==> src/hw/rtl/vpa_pkg.sv <==
// Package for the variable partition allocator.
// Request and response types, action codes and status codes. No dependencies.
`timescale 1ns / 1ps

package vpa_pkg;

    // Action codes carried in a request.
    localparam logic [1:0] ACT_FIRST   = 2'd0;
    localparam logic [1:0] ACT_NEXT    = 2'd1;
    localparam logic [1:0] ACT_BEST    = 2'd2;
    localparam logic [1:0] ACT_RELEASE = 2'd3;

    // Status codes carried in a response.
    localparam logic [1:0] STAT_OK     = 2'd0;
    localparam logic [1:0] STAT_NOFIT  = 2'd1;
    localparam logic [1:0] STAT_FULL   = 2'd2;
    localparam logic [1:0] STAT_BADREL = 2'd3;

    // Width of the size field of a request.
    localparam int SIZE_W = 11;

    typedef struct packed {
        logic [1:0]        action;
        logic [SIZE_W-1:0] request_size;
        logic [4:0]        segment_index;
    } vpa_req_t;

    typedef struct packed {
        logic [1:0] status;
        logic [9:0] granted_start;
        logic [4:0] granted_index;
    } vpa_rsp_t;

endpackage

==> src/hw/rtl/vpa_seg_ram.sv <==
// Segment table storage for the variable partition allocator.
// One write port and one read port with registered read data. No dependencies.
`timescale 1ns / 1ps

module vpa_seg_ram #(
    parameter int DEPTH = 32,
    parameter int WIDTH = 23
) (
    input  logic                     aclk,
    input  logic                     wr_en,
    input  logic [$clog2(DEPTH)-1:0] wr_addr,
    input  logic [WIDTH-1:0]         wr_data,
    input  logic [$clog2(DEPTH)-1:0] rd_addr,
    output logic [WIDTH-1:0]         rd_data
);

    logic [WIDTH-1:0] mem [DEPTH];

    // Synchronous write and synchronous read.
    always_ff @(posedge aclk) begin
        if (wr_en) begin
            mem[wr_addr] <= wr_data;
        end
        rd_data <= mem[rd_addr];
    end

endmodule

==> src/hw/rtl/variable_partition_allocator.sv <==
// Top level of the variable partition allocator: control sequencer and segment table.
// Depends on vpa_pkg and vpa_seg_ram.
//
//   Channel | Ports                    | Carries
//   --------+--------------------------+------------------------------------
//   request | s_valid, s_ready, s_req  | action, request_size, segment_index
//   result  | m_valid, m_ready, m_rsp  | status, granted_start, granted_index
//
// One request is worked at a time; the segment table, read one entry a cycle, sets the pace.
// An allocation scans the table at one entry a cycle and then picks a segment; a split
// then shifts each entry above the chosen one up, reading and then writing it, and writes
// the two halves, the low one used and the high one free.
// A release reads the entry and both neighbors, writes it freed and merged with any free
// neighbor, and after a merge moves the entries above down. Each response is handed over
// once the output register is free. After reset the initial free segment is written first.
// A result waits in its output register while the next request is accepted.
`timescale 1ns / 1ps

module variable_partition_allocator
    import vpa_pkg::*;
#(
    parameter int MEM_UNITS    = 1024,
    parameter int MAX_SEGMENTS = 32
) (
    input  logic     aclk,
    input  logic     aresetn,
    input  logic     s_valid,
    output logic     s_ready,
    input  vpa_req_t s_req,
    output logic     m_valid,
    input  logic     m_ready,
    output vpa_rsp_t m_rsp
);

    localparam int UW = $clog2(MEM_UNITS + 1);
    localparam int SW = (UW > SIZE_W) ? UW : SIZE_W;
    localparam int AW = $clog2(MAX_SEGMENTS);
    localparam int CW = $clog2(MAX_SEGMENTS + 1);
    localparam int JW = $clog2(MAX_SEGMENTS + 3);
    localparam int EW = 2 * UW + 1;

    typedef struct packed {
        logic          used;
        logic [UW-1:0] seg_end;
        logic [UW-1:0] seg_start;
    } entry_t;

    typedef enum logic [14:0] {
        S_INIT   = 15'b000000000000001,
        S_IDLE   = 15'b000000000000010,
        S_SCAN   = 15'b000000000000100,
        S_PICK   = 15'b000000000001000,
        S_UP_RD  = 15'b000000000010000,
        S_UP_WR  = 15'b000000000100000,
        S_UP_LO  = 15'b000000001000000,
        S_UP_HI  = 15'b000000010000000,
        S_RL_CUR = 15'b000000100000000,
        S_RL_RGT = 15'b000001000000000,
        S_RL_LFT = 15'b000010000000000,
        S_RL_DEC = 15'b000100000000000,
        S_DN_RD  = 15'b001000000000000,
        S_DN_WR  = 15'b010000000000000,
        S_FIN    = 15'b100000000000000
    } state_t;

    state_t         state_reg, state_next;
    logic [CW-1:0]  count_reg, count_next;
    logic [UW-1:0]  rov_reg, rov_next;
    logic [1:0]     act_reg, act_next;
    logic [SW-1:0]  need_reg, need_next;
    logic [AW-1:0]  idx_reg, idx_next;
    logic [CW-1:0]  iss_reg, iss_next;
    logic           ev_vld_reg, ev_vld_next;
    logic [AW-1:0]  ev_idx_reg, ev_idx_next;
    logic           begin_seen_reg, begin_seen_next;
    logic           fo_found_reg, fo_found_next;
    logic [AW-1:0]  fo_idx_reg, fo_idx_next;
    entry_t         fo_ent_reg, fo_ent_next;
    logic           ab_found_reg, ab_found_next;
    logic [AW-1:0]  ab_idx_reg, ab_idx_next;
    entry_t         ab_ent_reg, ab_ent_next;
    logic           bf_found_reg, bf_found_next;
    logic [AW-1:0]  bf_idx_reg, bf_idx_next;
    entry_t         bf_ent_reg, bf_ent_next;
    logic [AW-1:0]  k_reg, k_next;
    entry_t         k_ent_reg, k_ent_next;
    entry_t         cur_reg, cur_next;
    entry_t         rgt_reg, rgt_next;
    logic [JW-1:0]  j_reg, j_next;
    logic [1:0]     d_reg, d_next;
    vpa_rsp_t       pend_reg, pend_next;
    logic           out_valid_reg, out_valid_next;
    vpa_rsp_t       rsp_reg, rsp_next;

    // Table port signals.
    logic          wr_en;
    logic [AW-1:0] wr_addr;
    entry_t        wr_ent;
    logic [AW-1:0] rd_addr;
    logic [EW-1:0] rd_raw;
    entry_t        q;

    // Scan and decision helpers.
    logic [UW-1:0] q_size;
    logic [UW-1:0] bf_size;
    logic          q_fit;
    logic          begin_now;
    logic          sel_found;
    logic [AW-1:0] sel_idx;
    entry_t        sel_ent;
    logic [UW-1:0] sel_size;
    logic [UW-1:0] split;
    logic          lfree;
    logic          rfree;
    logic [AW-1:0] tgt;

    vpa_seg_ram #(
        .DEPTH (MAX_SEGMENTS),
        .WIDTH (EW)
    ) u_seg_ram (
        .aclk    (aclk),
        .wr_en   (wr_en),
        .wr_addr (wr_addr),
        .wr_data (wr_ent),
        .rd_addr (rd_addr),
        .rd_data (rd_raw)
    );

    assign q       = entry_t'(rd_raw);
    assign s_ready = (state_reg == S_IDLE);
    assign m_valid = out_valid_reg;
    assign m_rsp   = rsp_reg;

    // Fit test on the entry returned by the table.
    assign q_size    = q.seg_end - q.seg_start;
    assign bf_size   = bf_ent_reg.seg_end - bf_ent_reg.seg_start;
    assign q_fit     = !q.used && (SW'(q_size) >= need_reg);
    assign begin_now = begin_seen_reg || (q.seg_end > rov_reg);
    assign split     = k_ent_reg.seg_start + UW'(need_reg);

    // Candidate chosen by the placement policy.
    always_comb begin
        case (act_reg)
            ACT_FIRST: begin
                sel_found = fo_found_reg;
                sel_idx   = fo_idx_reg;
                sel_ent   = fo_ent_reg;
            end
            ACT_NEXT: begin
                sel_found = ab_found_reg || fo_found_reg;
                sel_idx   = ab_found_reg ? ab_idx_reg : fo_idx_reg;
                sel_ent   = ab_found_reg ? ab_ent_reg : fo_ent_reg;
            end
            default: begin
                sel_found = bf_found_reg;
                sel_idx   = bf_idx_reg;
                sel_ent   = bf_ent_reg;
            end
        endcase
    end

    assign sel_size = sel_ent.seg_end - sel_ent.seg_start;

    // Merge decision for a release, taken when the left neighbor arrives.
    assign lfree = (idx_reg != '0) && !q.used;
    assign rfree = ((32'(idx_reg) + 1) < 32'(count_reg)) && !rgt_reg.used;
    assign tgt   = lfree ? (idx_reg - AW'(1)) : idx_reg;

    // Sequencer.
    always_comb begin
        state_next      = state_reg;
        count_next      = count_reg;
        rov_next        = rov_reg;
        act_next        = act_reg;
        need_next       = need_reg;
        idx_next        = idx_reg;
        iss_next        = iss_reg;
        ev_vld_next     = 1'b0;
        ev_idx_next     = ev_idx_reg;
        begin_seen_next = begin_seen_reg;
        fo_found_next   = fo_found_reg;
        fo_idx_next     = fo_idx_reg;
        fo_ent_next     = fo_ent_reg;
        ab_found_next   = ab_found_reg;
        ab_idx_next     = ab_idx_reg;
        ab_ent_next     = ab_ent_reg;
        bf_found_next   = bf_found_reg;
        bf_idx_next     = bf_idx_reg;
        bf_ent_next     = bf_ent_reg;
        k_next          = k_reg;
        k_ent_next      = k_ent_reg;
        cur_next        = cur_reg;
        rgt_next        = rgt_reg;
        j_next          = j_reg;
        d_next          = d_reg;
        pend_next       = pend_reg;
        out_valid_next  = out_valid_reg && !m_ready;
        rsp_next        = rsp_reg;
        wr_en           = 1'b0;
        wr_addr         = '0;
        wr_ent          = '0;
        rd_addr         = '0;

        case (state_reg)
            S_INIT: begin
                // Write the single free segment that covers all of memory.
                wr_en             = 1'b1;
                wr_ent.seg_start  = '0;
                wr_ent.seg_end    = UW'(MEM_UNITS);
                wr_ent.used       = 1'b0;
                state_next        = S_IDLE;
            end
            S_IDLE: begin
                if (s_valid) begin
                    act_next        = s_req.action;
                    need_next       = SW'(s_req.request_size);
                    idx_next        = AW'(s_req.segment_index);
                    iss_next        = '0;
                    begin_seen_next = 1'b0;
                    fo_found_next   = 1'b0;
                    ab_found_next   = 1'b0;
                    bf_found_next   = 1'b0;
                    pend_next       = '0;
                    if (s_req.action == ACT_RELEASE) begin
                        if (32'(s_req.segment_index) >= 32'(count_reg)) begin
                            pend_next.status = STAT_BADREL;
                            state_next       = S_FIN;
                        end else begin
                            state_next = S_RL_CUR;
                        end
                    end else if (s_req.request_size == '0) begin
                        pend_next.status = STAT_NOFIT;
                        state_next       = S_FIN;
                    end else begin
                        state_next = S_SCAN;
                    end
                end
            end
            S_SCAN: begin
                // Issue one read a cycle and evaluate the entry read the cycle before.
                rd_addr = iss_reg[AW-1:0];
                if (iss_reg < count_reg) begin
                    ev_vld_next = 1'b1;
                    ev_idx_next = iss_reg[AW-1:0];
                    iss_next    = iss_reg + CW'(1);
                end
                if (ev_vld_reg) begin
                    begin_seen_next = begin_now;
                    if (q_fit && !fo_found_reg) begin
                        fo_found_next = 1'b1;
                        fo_idx_next   = ev_idx_reg;
                        fo_ent_next   = q;
                    end
                    if (q_fit && begin_now && !ab_found_reg) begin
                        ab_found_next = 1'b1;
                        ab_idx_next   = ev_idx_reg;
                        ab_ent_next   = q;
                    end
                    if (q_fit && (!bf_found_reg || (q_size < bf_size))) begin
                        bf_found_next = 1'b1;
                        bf_idx_next   = ev_idx_reg;
                        bf_ent_next   = q;
                    end
                end else if (iss_reg >= count_reg) begin
                    state_next = S_PICK;
                end
            end
            S_PICK: begin
                k_next     = sel_idx;
                k_ent_next = sel_ent;
                j_next     = JW'(count_reg);
                if (!sel_found) begin
                    pend_next.status = STAT_NOFIT;
                    state_next       = S_FIN;
                end else if (SW'(sel_size) == need_reg) begin
                    // Exact fit: mark the segment used, no split.
                    wr_en                   = 1'b1;
                    wr_addr                 = sel_idx;
                    wr_ent                  = sel_ent;
                    wr_ent.used             = 1'b1;
                    rov_next                = sel_ent.seg_end;
                    pend_next.status        = STAT_OK;
                    pend_next.granted_start = 10'(sel_ent.seg_start);
                    pend_next.granted_index = 5'(sel_idx);
                    state_next              = S_FIN;
                end else if (count_reg == CW'(MAX_SEGMENTS)) begin
                    pend_next.status = STAT_FULL;
                    state_next       = S_FIN;
                end else begin
                    state_next = S_UP_RD;
                end
            end
            S_UP_RD: begin
                // Open a slot above the chosen segment, top entry first.
                if (j_reg > (JW'(k_reg) + JW'(1))) begin
                    rd_addr    = AW'(j_reg - JW'(1));
                    state_next = S_UP_WR;
                end else begin
                    state_next = S_UP_LO;
                end
            end
            S_UP_WR: begin
                wr_en      = 1'b1;
                wr_addr    = AW'(j_reg);
                wr_ent     = q;
                j_next     = j_reg - JW'(1);
                state_next = S_UP_RD;
            end
            S_UP_LO: begin
                wr_en            = 1'b1;
                wr_addr          = k_reg;
                wr_ent.seg_start = k_ent_reg.seg_start;
                wr_ent.seg_end   = split;
                wr_ent.used      = 1'b1;
                state_next       = S_UP_HI;
            end
            S_UP_HI: begin
                wr_en                   = 1'b1;
                wr_addr                 = k_reg + AW'(1);
                wr_ent.seg_start        = split;
                wr_ent.seg_end          = k_ent_reg.seg_end;
                wr_ent.used             = 1'b0;
                count_next              = count_reg + CW'(1);
                rov_next                = split;
                pend_next.status        = STAT_OK;
                pend_next.granted_start = 10'(k_ent_reg.seg_start);
                pend_next.granted_index = 5'(k_reg);
                state_next              = S_FIN;
            end
            S_RL_CUR: begin
                rd_addr    = idx_reg;
                state_next = S_RL_RGT;
            end
            S_RL_RGT: begin
                cur_next   = q;
                rd_addr    = idx_reg + AW'(1);
                state_next = S_RL_LFT;
            end
            S_RL_LFT: begin
                rgt_next   = q;
                rd_addr    = idx_reg - AW'(1);
                state_next = S_RL_DEC;
            end
            S_RL_DEC: begin
                if (!cur_reg.used) begin
                    pend_next.status = STAT_BADREL;
                    state_next       = S_FIN;
                end else begin
                    // Write the merged free segment, then close the gap above it.
                    wr_en            = 1'b1;
                    wr_addr          = tgt;
                    wr_ent.seg_start = lfree ? q.seg_start : cur_reg.seg_start;
                    wr_ent.seg_end   = rfree ? rgt_reg.seg_end : cur_reg.seg_end;
                    wr_ent.used      = 1'b0;
                    d_next           = 2'({1'b0, lfree} + {1'b0, rfree});
                    j_next           = JW'(tgt) + JW'(1) + JW'(lfree) + JW'(rfree);
                    state_next       = S_DN_RD;
                end
            end
            S_DN_RD: begin
                // Entries above move down only when a merge removed some.
                if ((d_reg != '0) && (j_reg < JW'(count_reg))) begin
                    rd_addr    = AW'(j_reg);
                    state_next = S_DN_WR;
                end else begin
                    count_next       = count_reg - CW'(d_reg);
                    pend_next.status = STAT_OK;
                    state_next       = S_FIN;
                end
            end
            S_DN_WR: begin
                wr_en      = 1'b1;
                wr_addr    = AW'(j_reg - JW'(d_reg));
                wr_ent     = q;
                j_next     = j_reg + JW'(1);
                state_next = S_DN_RD;
            end
            S_FIN: begin
                // Hand the response over once the output register is free.
                if (!out_valid_reg || m_ready) begin
                    out_valid_next = 1'b1;
                    rsp_next       = pend_reg;
                    state_next     = S_IDLE;
                end
            end
            default: begin
                state_next = S_INIT;
            end
        endcase
    end

    // Control registers.
    always_ff @(posedge aclk) begin
        if (!aresetn) begin
            state_reg     <= S_INIT;
            count_reg     <= CW'(1);
            rov_reg       <= '0;
            ev_vld_reg    <= 1'b0;
            out_valid_reg <= 1'b0;
        end else begin
            state_reg     <= state_next;
            count_reg     <= count_next;
            rov_reg       <= rov_next;
            ev_vld_reg    <= ev_vld_next;
            out_valid_reg <= out_valid_next;
        end
    end

    // Working registers.
    always_ff @(posedge aclk) begin
        act_reg        <= act_next;
        need_reg       <= need_next;
        idx_reg        <= idx_next;
        iss_reg        <= iss_next;
        ev_idx_reg     <= ev_idx_next;
        begin_seen_reg <= begin_seen_next;
        fo_found_reg   <= fo_found_next;
        fo_idx_reg     <= fo_idx_next;
        fo_ent_reg     <= fo_ent_next;
        ab_found_reg   <= ab_found_next;
        ab_idx_reg     <= ab_idx_next;
        ab_ent_reg     <= ab_ent_next;
        bf_found_reg   <= bf_found_next;
        bf_idx_reg     <= bf_idx_next;
        bf_ent_reg     <= bf_ent_next;
        k_reg          <= k_next;
        k_ent_reg      <= k_ent_next;
        cur_reg        <= cur_next;
        rgt_reg        <= rgt_next;
        j_reg          <= j_next;
        d_reg          <= d_next;
        pend_reg       <= pend_next;
        rsp_reg        <= rsp_next;
    end

    // The table always holds at least one and at most MAX_SEGMENTS segments.
    a_count_range: assert property (@(posedge aclk) disable iff (!aresetn)
        (count_reg != '0) && (32'(count_reg) <= MAX_SEGMENTS))
        else $error("segment count out of range");

    // The roving address never passes the end of memory.
    a_rov_range: assert property (@(posedge aclk) disable iff (!aresetn)
        32'(rov_reg) <= MEM_UNITS)
        else $error("roving address out of range");

    // Table writes land at most one place past the last live entry.
    a_wr_addr: assert property (@(posedge aclk) disable iff (!aresetn)
        wr_en |-> (32'(wr_addr) <= 32'(count_reg)))
        else $error("table write beyond live entries");

    // A new response appears only from the hand-over state.
    a_rsp_src: assert property (@(posedge aclk) disable iff (!aresetn)
        (m_valid && !$past(m_valid)) |-> ($past(state_reg) == S_FIN))
        else $error("response raised outside hand-over");

    // An evaluated scan entry always lies inside the table.
    a_scan_idx: assert property (@(posedge aclk) disable iff (!aresetn)
        (state_reg == S_SCAN && ev_vld_reg) |-> (32'(ev_idx_reg) < 32'(count_reg)))
        else $error("scan read past the table");

endmodule

==> config.mk <==
export PLATFORM = sky130hd
export DESIGN_NAME = variable_partition_allocator
export DESIGN_NICKNAME = d
export VERILOG_FILES = /design/src/hw/rtl/vpa_pkg.sv /design/src/hw/rtl/vpa_seg_ram.sv /design/src/hw/rtl/variable_partition_allocator.sv
export SDC_FILE = /design/constraint.sdc
export NUM_CORES = 1
export LEC_CHECK = 0
export ABC_CLOCK_PERIOD_IN_PS = 14800
export BUFFER_PORTS_ARGS = -buffer_cell sky130_fd_sc_hd__buf_4
export CELL_PAD_IN_SITES_DETAIL_PLACEMENT = 1
export CELL_PAD_IN_SITES_GLOBAL_PLACEMENT = 2
export CORE_MARGIN = 5
export CORE_UTILIZATION = 30
export CTS_CLUSTER_SIZE = 16
export DETAILED_ROUTE_END_ITERATION = 8
export PLACE_DENSITY_LB_ADDON = 0.1
export SYNTH_ARGS = -nofsm -noshare
export SYNTH_HDL_FRONTEND = slang
export SYNTH_HIERARCHICAL = 1
export SYNTH_SLANG_ARGS = --single-unit
==> constraint.sdc <==
create_clock -name aclk -period 14.8 [get_ports aclk]
set_input_delay 2.96 -clock aclk [delete_from_list [all_inputs] [get_ports aclk]]
set_output_delay 2.96 -clock aclk [all_outputs]
set_load 0.005 [all_outputs]
# Yosys cells after proc, flatten, opt, wreduce, memory -nomap -nowiden
# Memory sizes are Yosys's and may differ from the RTL's. A register that Yosys moved wholly into a read port is not among the register bits.
# Index checks and enable logic that the tools add are counted.
[op_classes]
addsub = 19
order_cmp = 9
eq_ne = 34
mux = 77
reduce_logical = 51
[ops]
columns = ["cell", "n"]
rows = [
  ["one-hot mux 15 bit (15 select lines)", 1],
  ["2-to-1 mux 15 bit", 14],
  ["one-hot mux 23 bit (6 select lines)", 1],
  ["one-hot mux 5 bit (6 select lines)", 2],
  ["2-to-1 mux 23 bit", 2],
  ["one-hot mux 15 bit (3 select lines)", 1],
  ["2-to-1 mux 11 bit", 4],
  ["2-to-1 mux 22 bit", 2],
  ["one-hot mux 22 bit (2 select lines)", 1],
  ["2-to-1 mux 5 bit", 7],
  ["subtractor 11 bit", 3],
  ["!= test 2 bit, second input constant", 14],
  ["2-to-1 mux 6 bit", 4],
  ["one-hot mux 6 bit (2 select lines)", 2],
  ["one-hot mux 6 bit (4 select lines)", 1],
  ["one-hot mux 11 bit (2 select lines)", 1],
  ["AND reduction 4 bit", 5],
  ["adder 5 x 1 -> 6 bit, second input constant", 3],
  ["adder 6 x 1 -> 6 bit, second input constant", 3],
  ["< comparator 6 bit", 3],
  ["AND reduction 3 bit", 6],
  ["2-to-1 mux 1 bit", 17],
  ["2-to-1 mux 17 bit", 1],
  ["== test 15 x 1 -> 1 bit, second input constant", 1],
  ["other kinds (52)", 91],
]
[totals]
register_bits = 252
ramBits = 736
in_bits = 22
out_inout_bits = 19
n_memories = 1
[mem_list]
columns = ["memory", "depth", "width", "read_ports", "rd_clocked_by_memory_dff", "wr", "line_no", "rtl"]
rows = [
  ["u_seg_ram.mem", 32, 23, 1, 1, 1, "vpa_seg_ram.sv:17", "logic [WIDTH-1:0] mem [DEPTH];"],
]

# Logic depth before layout (Yosys ltp)
# Gate-level depths: netlist of run 1.
[depth]
depth_word = 9
mapped_depth = 21

# Modules after synthesis
# The synthesis of run 1 kept the hierarchy.
[by_module_without_submodules]
columns = ["module", "n_inst", "cells_per_inst", "area_per_inst_um2", "seq_area_each_um2"]
rows = [
  ["vpa_seg_ram", 1, 1619, 29243.0, 22561.6],
  ["variable_partition_allocator", 1, 1372, 14649.0, 7226.9],
]

# Worst setup path before layout of run 1
# Ideal clock, no wire load.
[synth_path]
path_type = "reg-to-reg"
startpoint = "reg u_seg_ram.rd_data[1], read port of u_seg_ram.mem"
endpoint = "reg ab_ent_reg[0] (netlist name) (enable)"
setup_time_ns = 0.479
t_arrival_ns = 5.770
required_time_ns = 14.321
setup_slack_ns = 8.552
stages_incl_launch_ff = 16
synth_period_minus_slack_ns = 6.248
cell_sequence = "dfxtp_1 -> inv_1 -> ha_1 -> nor2b_1 -> o21ai_0 -> a21boi_0 -> o21ai_0 -> a21oi_1 -> o21ai_0 -> or4b_2 -> o311ai_0 -> ha_1 -> nand4_1 -> o311ai_0 -> o21ai_0 -> nor4_1"
[synth_between]
elab_chain_cells = 6
[synth_rtl]
columns = ["item", "line_no", "rtl"]
rows = [
  ["start: declaration", "vpa_seg_ram.sv:14", "output logic [WIDTH-1:0] rd_data"],
  ["subtractor 11 bit", "variable_partition_allocator.sv:135", "assign q_size = q.seg_end - q.seg_start;"],
  [">= comparator 11 bit", "variable_partition_allocator.sv:137", "assign q_fit = !q.used && (SW'(q_size) >= need_reg);"],
  ["logical AND 1 bit", "variable_partition_allocator.sv:137", ""],
  ["logical AND 1 bit (2 in a row)", "variable_partition_allocator.sv:254", "if (q_fit && begin_now && !ab_found_reg) begin"],
  ["AND reduction 3 bit (no line)", "n/a", ""],
  ["end signal: assignment", "variable_partition_allocator.sv:422", "ab_ent_reg <= ab_ent_next;"],
  ["end: declaration", "variable_partition_allocator.sv:81", "entry_t ab_ent_reg, ab_ent_next;"],
]
# Every way passes these cells.
# A chain may end at the register's enable or synchronous reset.

# Worst setup path after layout of run 1
[layout_path]
startpoint = "reg ab_found_reg"
endpoint = "mem u_seg_ram.mem[18][8] (enable)"
[layout_between]
word_cells_on_any_way = 16
classes_between = "add/sub (1); eq/ne (1); mux (13); reduce/logical (1)"
[layout_rtl]
columns = ["item", "line_no", "rtl"]
rows = [
  ["start: declaration", "variable_partition_allocator.sv:79", "logic ab_found_reg, ab_found_next;"],
  ["start signal: assignment", "variable_partition_allocator.sv:420", "ab_found_reg <= ab_found_next;"],
  ["2-to-1 mux 22 bit", "variable_partition_allocator.sv:152", "sel_ent = ab_found_reg ? ab_ent_reg : fo_ent_reg;"],
  ["one-hot mux 22 bit (2 select lines)", "variable_partition_allocator.sv:143", "case (act_reg)"],
  ["subtractor 11 bit", "variable_partition_allocator.sv:162", "assign sel_size = sel_ent.seg_end - sel_ent.seg_start;"],
  ["== test 11 bit", "variable_partition_allocator.sv:275", "end else if (SW'(sel_size) == need_reg) begin"],
  ["2-to-1 mux 5 bit", "variable_partition_allocator.sv:275", ""],
  ["2-to-1 mux 5 bit (*)", "variable_partition_allocator.sv:272", "if (!sel_found) begin"],
  ["one-hot mux 5 bit (6 select lines) (*)", "variable_partition_allocator.sv:204", "case (state_reg)"],
  ["via wr_addr[4]", "variable_partition_allocator.sv:97", "logic [AW-1:0] wr_addr;"],
  ["end: declaration", "vpa_seg_ram.sv:17", ""],
]
# Mark *: on every way through the listed nets, which the timed path passes. The rest lies on a longest branch.

==> results of run 1 <==
## path summary, 6_finish.rpt
check / end / slack, ps / depth (start not counted)
setup / recovery: u_seg_ram/mem[18][8] / 7280 / 16
hold / removal: m_rsp[1] / 420 / 0
setup reg to reg: u_seg_ram/mem[18][8] / 7280 / 16
hold reg to reg: m_rsp[1] / 420 / 0
## metrics by stage
stage,power [uW],hold WS (ps),cell area (um^2)
after detailed placement,3580,407,46800
after CTS,6340,420,50400
after floorplan,3430,400,43900
after global routing,6490,420,50400
after global placement,3580,409,46800
final,6230,418,50400
## logic make-up (layout without fill, tap and decap cells)
group,Yosys count,after routing,synth area share
flops,1011,1011,0.679
compound gates,575,575,0.0896
simple gates,573,573,0.0641
mux,400,400,0.0914
buf+inv,253,469,0.0287
fa+ha+maj,122,122,0.0358
xor+xnor,57,57,0.0117
other cells,0,1,0
## routing by layer
metal,global-route usage,vias up
met5,0,-
met4,0.0533,0
met3,0.0244,188
met2,0.309,459
met1,0.232,13600
li1,-,11900
## synth_stat cells (all sizes together) (35+ instances only)
cell    instances
dfxtp          57
inv           106
edfxtp        954
nand2         182
nor3           65
a22o           51
clkbuf         64
a22oi         105
ha            116
nand3          80
o21ai          88
mux2i         394
a31oi          35
buf            79
a21oi         138
nor2          105
## where the power goes
group	switching (uW)	internal (uW)	leakage, uW
Combinational	237	121	0.00622
Clock	1180	1540	0.00178
Sequential	27.0	3130	0.00767
Total	1440	4790	0.0157
## layout make-up
| cell class | instances | area share |
|---|---|---|
| diodes | 1 | 0.0000496 |
| clock buffers | 148 | 0.0617 |
| clock inverters | 68 | 0.0101 |
| inverters | 110 | 0.00819 |
| multi-input cells | 1727 | 0.259 |
| flip-flops and latches | 1011 | 0.591 |
| well taps | 1917 | 0.0476 |
| repair buffers | 143 | 0.0223 |
==> flow_metrics.env, run 1 <==
export IMPL_outcome="finished clean"
export IMPL_wl_met3_um=4640
export IMPL_firstDrtPassIters=5
export IMPL_ys_types=87
export IMPL_max_freq_mhz=133
export IMPL_grt_max_degree=118
export IMPL_n_fill_cell=15000
export IMPL_area_delta_synth_final_pct=14.9
export IMPL_gr_total_overflow=0
export IMPL_fin_util=0.346
export IMPL_cp_required_ps=15220
export IMPL_wl_um=139000
export IMPL_ios=41
export IMPL_ant_nets=0
export IMPL_ys_flop_type="edfxtp_1"
export IMPL_synth_edf_count=954
export IMPL_cp_common_cell="a21oi_1"
export IMPL_skew_ps=60.7
export IMPL_final_common_cell="edfxtp_1"
export IMPL_cts_htree_levels=3
export IMPL_clk_latency_ps=740
export IMPL_worst_path_buf_inv=2
export IMPL_final_cell_mix="edfxtp_1, mux2i_1, nand2_1, buf_4, a21oi_1"
export IMPL_die_w_um=393
export IMPL_synthArstFlopShare=0
export IMPL_rsz0062_at_grt="no"
export IMPL_clkTransAtPathRegs_ps=60
export IMPL_remaining_drc_errors=0
export IMPL_layout_nets=3252
export IMPL_hp_class="flop to flop"
export IMPL_layoutNonFillerInstCount=5125
export IMPL_max_slew_margin=0.0537
export IMPL_fin_ws_ps=7280
export IMPL_synth_area_um2=43900
export IMPL_largest_reg_flops=736
export IMPL_top_layer="met4"
export IMPL_post_place_ws_ps=7210
export IMPL_dp_hpwl_um=89600
export IMPL_cts_resized=0
export IMPL_ir_worst_vdd_mv=0.0996
export IMPL_synth_nets=3135
export IMPL_r2r_start="ab_found_reg"
export IMPL_endpoint_kind="flop"
export IMPL_critical_path_top_delay_family="compound AO/OA/AOI/OAI gates"
export IMPL_synthCells=2991
export IMPL_hold_viol_final=0
export IMPL_tns_ps=0
export IMPL_via_per_inst=5.10
export IMPL_track_usage=0.178
export IMPL_grt_first_pass_wirelength_um=199000
export IMPL_core_area_um2=146000
export IMPL_drt_iter0_drc=1620
export IMPL_critical_path_startpoint_type="flop"
export IMPL_finalCritPeriodShare=0.508
export IMPL_startpoint="ab_found_reg"
export IMPL_ff_latch_area_um2=29800
export IMPL_period_needed_ps=7520
export IMPL_worstPathCellList="nand2_4 -> nand2_1 -> a21oi_1 -> a21oi_1 -> ha_1 -> a21oi_1 -> a21o_1 -> a21boi_0 -> or3_1 -> a2111oi_2 -> nand3_1 -> buf_4 -> o21ai_0 -> or3b_2 -> nor2_2 -> buf_4"
export IMPL_grt_pass1_vias=27800
export IMPL_antenna_found_initial=11
export IMPL_cts_hold_buf=0
export IMPL_yosysWarnings=6
export IMPL_worstPathArrival_ps=7940
export IMPL_wl_met2_um=68300
export IMPL_initial_utilization=0.302
export IMPL_post_drt_wl_per_cell_um=27.0
export IMPL_io_buffers=40
export IMPL_setup_violations=0
export IMPL_gp_congestion=0.797
export IMPL_cts_made_buffers=115
export IMPL_cts_buffer_depth=3
export IMPL_synth_top_area_share=0.653
export IMPL_cts_root_buf="clkbuf_16"
export IMPL_critPathMaxStageDelay_ps=1090
export IMPL_tightest_slew_ps=1400
export IMPL_cap_violations=0
export IMPL_rows=140
export IMPL_power_density_nw_per_um2=124
export IMPL_synth_largest_area_cell="edfxtp_1"
export IMPL_crit_fanout=27
export IMPL_drt_met1_wl_um=61100
export IMPL_drive_above_1_share=0.127
export IMPL_criticalPathCategory="flop to flop"
export IMPL_ys_ff_latch=1011
export IMPL_multiInputGateArea_um2=13100
export IMPL_die_y_um=393
export IMPL_drv_slew=0
export IMPL_vias=26100
export IMPL_min_from="pend_reg[1]"
export IMPL_synth_yosys_seq_area_share=0.679
export IMPL_cp_slowest_cell="o21ai_0"
export IMPL_cts_tree="done"
export IMPL_syn_avg_cell_area_um2=14.7
export IMPL_dp_cells=4908
export IMPL_clock_sinks=1011
export IMPL_die_area_um2=154000
export IMPL_synth_area_top_cells="edfxtp_1, mux2i_1, ha_1, dfxtp_1, a22oi_1"
export IMPL_leakage_uw=0.0157
export IMPL_postCtsSetupRepairBufs=0
Power figures use the tool's default switching activity.
==> inputs of run 2 (changes only) <==
--- a/config.mk
+++ b/config.mk
@@ -5,7 +5,7 @@
 export SDC_FILE = /design/constraint.sdc
 export NUM_CORES = 1
 export LEC_CHECK = 0
-export ABC_CLOCK_PERIOD_IN_PS = 14800
+export ABC_CLOCK_PERIOD_IN_PS = 7200
 export BUFFER_PORTS_ARGS = -buffer_cell sky130_fd_sc_hd__buf_4
 export CELL_PAD_IN_SITES_DETAIL_PLACEMENT = 1
 export CELL_PAD_IN_SITES_GLOBAL_PLACEMENT = 2
==> constraint.sdc (replaced) <==
create_clock -name aclk -period 7.2 [get_ports aclk]
set_input_delay 1.44 -clock aclk [delete_from_list [all_inputs] [get_ports aclk]]
set_output_delay 1.44 -clock aclk [all_outputs]
set_load 0.005 [all_outputs]
==> flow_metrics.env, run 2 (same netlist as run 1, synthesis figures left out) <==
export IMPL_outcome="finished clean"
export IMPL_skew_ps=60.9
export IMPL_cts_hold_buf=0
export IMPL_crit_fanout=27
export IMPL_criticalPathCategory="flop to flop"
export IMPL_max_slew_margin=0.254
export IMPL_largest_reg_flops=736
export IMPL_ant_nets=0
export IMPL_period_needed_ps=6400
export IMPL_finalCritPeriodShare=0.889
export IMPL_area_delta_synth_final_pct=16.0
export IMPL_cts_htree_levels=3
export IMPL_fin_util=0.350
export IMPL_hold_viol_final=0
export IMPL_hp_class="flop to flop"
export IMPL_gp_congestion=0.829
export IMPL_cts_tree="done"
export IMPL_grt_max_degree=60
export IMPL_swShare=0.226
export IMPL_core_area_um2=146000
export IMPL_vias=26200
export IMPL_ios=41
export IMPL_firstDrtPassIters=5
export IMPL_drive_above_1_share=0.138
export IMPL_cap_violations=0
export IMPL_max_freq_mhz=156
export IMPL_die_area_um2=154000
export IMPL_tightest_slew_ps=1110
export IMPL_rr_endpoint="u_seg_ram/mem[3][21]"
export IMPL_drv_slew=0
export IMPL_wl_um=141000
export IMPL_remaining_drc_errors=0
export IMPL_leakage_uw=0.0160
export IMPL_endpoint_kind="flop"
export IMPL_cts_resized=0
export IMPL_p_seq_frac=0.496
export IMPL_dp_hpwl_um=97300
export IMPL_r2r_start="act_reg[0]"
export IMPL_reg2reg_setup_slack_ps=800
export IMPL_power_density_nw_per_um2=257
export IMPL_gr_total_overflow=0
export IMPL_final_common_cell="edfxtp_1"
export IMPL_drt_iter0_drc=1511
export IMPL_clock_sinks=1011
export IMPL_tns_ps=0
export IMPL_via_per_inst=5.08
export IMPL_startpoint="act_reg[0]"
export IMPL_fin_ws_ps=800
export IMPL_p_comb_frac=0.056
export IMPL_ir_worst_vdd_mv=0.196
export IMPL_p_clk_frac=0.447
export IMPL_p_sw_uw=2970
export IMPL_setup_violations=0
export IMPL_p_int_uw=10100
export IMPL_die_w_um=393
export IMPL_grt_pass1_vias=27800
export IMPL_cp_endpoint="u_seg_ram/mem[3][21]"
export IMPL_rr_worst_depth=14
export IMPL_antenna_found_initial=4
export IMPL_postCtsSetupRepairBufs=0
export IMPL_layout_nets=3291
export IMPL_rsz0062_at_grt="no"
export IMPL_clk_latency_ps=740
export IMPL_post_drt_wl_per_cell_um=27.3
export IMPL_cts_root_buf="clkbuf_16"
export IMPL_cp_required_ps=7580
export IMPL_rows=140
export IMPL_clkTransAtPathRegs_ps=60
export IMPL_track_usage=0.181
export IMPL_cts_buffer_depth=3
export IMPL_initial_utilization=0.302
export IMPL_post_place_ws_ps=797
export IMPL_io_buffers=40
export IMPL_die_y_um=393
export IMPL_grt_first_pass_wirelength_um=202000
export IMPL_worstPathArrival_ps=6770
export IMPL_cts_made_buffers=114
export IMPL_critical_path_startpoint_type="flop"
export IMPL_final_cell_mix="edfxtp_1, mux2i_1, nand2_1, buf_4, a21oi_1"
==> run 2: how the worst min path moves through the flow <==
stage                      endpoint         start  slack (ps)  depth (start not counted)
after floorplan            m_rsp[0]   pend_reg[0]         400                          0
after global placement    m_rsp[14]  pend_reg[14]         400                          0
after detailed placement  m_rsp[10]  pend_reg[10]         410                          0
after CTS                 m_rsp[11]  pend_reg[11]         400                          0
after global routing       m_rsp[9]   pend_reg[9]         420                          0
final                     m_rsp[11]  pend_reg[11]         400                          0
==> run 2: through the flow <==
step / total power [uW] / hold slack (ps) / std cells / cell area, um^2
finish: 13100 / 404 / 5165 / 50900
floorplan: 7040 / 400 / 2991 / 43900
CTS: 13300 / 402 / 5162 / 50900
global route: 13600 / 425 / 5163 / 50900
detailed placement: 7380 / 408 / 4947 / 47100
global placement: 7370 / 405 / 4946 / 47100
==> run 2: layout make-up <==
| cell class | count | area, um^2 |
|---|---|---|
| clock inverters | 75 | 823 |
| inverters | 110 | 413 |
| diodes | 2 | 5.00 |
| clock buffers | 140 | 2980 |
| flip-flops and latches | 1011 | 29800 |
| fillers | 14900 | 94600 |
| multi-input cells | 1727 | 13000 |
| repair buffers | 183 | 1490 |
| well taps | 1917 | 2400 |
==> run 2: critical path, stage by stage, from the launching register on <==
cell and delay, ps:
edfxtp_1 430, nand2_4 410, mux2i_1 140, o21ai_0 600, ha_1 420, a21oi_1 210
a21o_1 230, a21boi_0 140, or3_1 380, a2111oi_2 730, nand3_1 460, o21ai_0 520
nand3_1 630, nor2_2 300, buf_4 400
==> run 2: power by group through the flow <==
| stage | Clock [uW] | Sequential, uW | Combinational, uW |
|---|---|---|---|
| finish | 5860 | 6510 | 741 |
| global route | 6310 | 6510 | 813 |
| CTS | 6050 | 6510 | 753 |
| detailed placement | 0 | 6630 | 748 |
| global placement | 0 | 6630 | 738 |
| floorplan | 0 | 6590 | 449 |
==> run 2: per-layer routing <==
| metal | global-route usage | vias up | routed length [um] |
|---|---|---|---|
| met5 | 0 | - | 0 |
| met4 | 0.0411 | 0 | 3100 |
| met3 | 0.0229 | 167 | 3920 |
| met2 | 0.324 | 400 | 71800 |
| met1 | 0.235 | 13700 | 62400 |
| li1 | - | 11900 | - |
==> inputs of run 3 (changes only) <==
--- a/config.mk
+++ b/config.mk
@@ -6,13 +6,13 @@
 export NUM_CORES = 1
 export LEC_CHECK = 0
 export ABC_CLOCK_PERIOD_IN_PS = 7200
-export BUFFER_PORTS_ARGS = -buffer_cell sky130_fd_sc_hd__buf_4
 export CELL_PAD_IN_SITES_DETAIL_PLACEMENT = 1
 export CELL_PAD_IN_SITES_GLOBAL_PLACEMENT = 2
 export CORE_MARGIN = 5
 export CORE_UTILIZATION = 30
 export CTS_CLUSTER_SIZE = 16
 export DETAILED_ROUTE_END_ITERATION = 8
+export DONT_BUFFER_PORTS = 1
 export PLACE_DENSITY_LB_ADDON = 0.1
 export SYNTH_ARGS = -nofsm -noshare
 export SYNTH_HDL_FRONTEND = slang
==> flow_metrics.env, run 3 (same netlist as run 1, synthesis figures left out) <==
export IMPL_post_drt_wl_per_cell_um=28.0
export IMPL_cts_hold_buf=0
export IMPL_layoutNonFillerInstCount=5098
export IMPL_worstPathArrival_ps=7100
export IMPL_ios=41
export IMPL_crit_fanout=22
export IMPL_dp_hpwl_um=96900
export IMPL_cts_tree="done"
export IMPL_die_y_um=393
export IMPL_cts_htree_levels=3
export IMPL_cts_made_buffers=114
export IMPL_ir_worst_vdd_mv=0.182
export IMPL_die_w_um=393
export IMPL_via_per_inst=5.12
export IMPL_postCtsSetupRepairBufs=0
export IMPL_multiInputGateArea_um2=13000
export IMPL_gr_total_overflow=0
export IMPL_cts_root_buf="clkbuf_16"
export IMPL_cap_violations=0
export IMPL_cp_required_ps=7650
export IMPL_hp_class="flop to flop"
export IMPL_cts_buffer_depth=3
export IMPL_firstDrtPassIters=9
export IMPL_final_cell_mix="edfxtp_1, mux2i_1, nand2_1, a21oi_1, ha_1"
export IMPL_layout_nets=3226
export IMPL_io_buffers=0
export IMPL_ant_nets=0
export IMPL_final_common_cell="edfxtp_1"
export IMPL_remaining_drc_errors=0
export IMPL_clock_sinks=1011
export IMPL_drt_iter0_drc=1843
export IMPL_track_usage=0.183
export IMPL_hold_viol_final=0
export IMPL_tns_ps=0
export IMPL_wl_um=143000
export IMPL_tightest_slew_ps=1150
export IMPL_n_fill_cell=14900
export IMPL_skew_ps=55.1
export IMPL_core_area_um2=146000
export IMPL_clk_latency_ps=750
export IMPL_grt_max_degree=86
export IMPL_largest_reg_flops=736
export IMPL_dp_cells=4883
export IMPL_power_density_nw_per_um2=259
export IMPL_finalCritPeriodShare=0.924
export IMPL_rsz0062_at_grt="no"
export IMPL_criticalPathCategory="flop to flop"
export IMPL_ff_latch_area_um2=29800
export IMPL_endpoint_kind="flop"
export IMPL_period_needed_ps=6650
export IMPL_clkTransAtPathRegs_ps=60
export IMPL_critical_path_startpoint_type="flop"
export IMPL_antenna_found_initial=5
export IMPL_gp_congestion=0.819
export IMPL_outcome="finished clean"
export IMPL_setup_violations=0
export IMPL_leakage_uw=0.0156
export IMPL_drive_above_1_share=0.120
export IMPL_drv_slew=0
export IMPL_die_area_um2=154000
export IMPL_initial_utilization=0.302
export IMPL_vias=26100
export IMPL_rows=140
export IMPL_max_slew_margin=0.226
export IMPL_grt_pass1_vias=27700
export IMPL_max_freq_mhz=150
export IMPL_area_delta_synth_final_pct=15.0
export IMPL_grt_first_pass_wirelength_um=204000
-- run 3: layer usage --
layer	vias to the layer above	GRT usage	share of wire
met5	-	0	0
li1	11800	-	-
met3	179	0.0235	0.031
met2	418	0.315	0.49
met1	13700	0.248	0.46
met4	0	0.0418	0.022
-- run 3: path summary, 6_finish.rpt --
kind / startpoint / endpoint / slack, ps / depth (start not counted)
max: act_reg[1] / u_seg_ram/mem[27][1] / 550 / 14
min: pend_reg[6] / m_rsp[6] / 390 / 0
max reg2reg: act_reg[1] / u_seg_ram/mem[27][1] / 550 / 14
min reg2reg: pend_reg[6] / m_rsp[6] / 390 / 0
-- run 3: final cells by class --
type	count	share of cell area
multi-input cells	1727	0.258
well taps	1917	0.0475
flip-flops and latches	1011	0.590
inverters	110	0.00818
clock inverters	69	0.0146
repair buffers	118	0.0210
clock buffers	145	0.0600
diodes	1	0.0000496
-- run 3: worst max-delay path, stage by stage, from the launching register on --
cell and delay, ps:
edfxtp_1 740, buf_4 380, buf_4 310, o21ai_0 230, ha_1 390, xnor2_1 310
o22ai_1 130, a211oi_1 370, nand3_1 140, a2111oi_2 600, nand3_1 540, o21ai_0 570
nand3_1 610, nor2_2 780, buf_12 240
-- run 3: metrics by stage --
step           setup WS (ps)  total power [uW]  instance area (um^2)   util  hold WS, ps
2_1_floorplan            952              7040                 43900      -          400
3_3_place_gp             651              7340                 46700  0.321          405
3_5_place_dp             384              7350                 46700  0.321          406
4_1_cts                  392             13200                 50500  0.347          389
5_1_grt                 52.3             13600                 50500  0.347          397
6_report                 550             13100                 50500  0.347          392
-- run 3: repair_timing --
item,in CTS,in global routing
endpoints found under the setup margin,0,98
endpoints found under the hold margin,0,0
resized for setup,0,1
-- run 3: where the power goes --
group          total (uW)  switching (uW)  internal, uW  leakage (uW)
logic                 729             486           243       0.00613
registers            6490            48.2          6440       0.00767
clock network        5850            2470          3380       0.00185
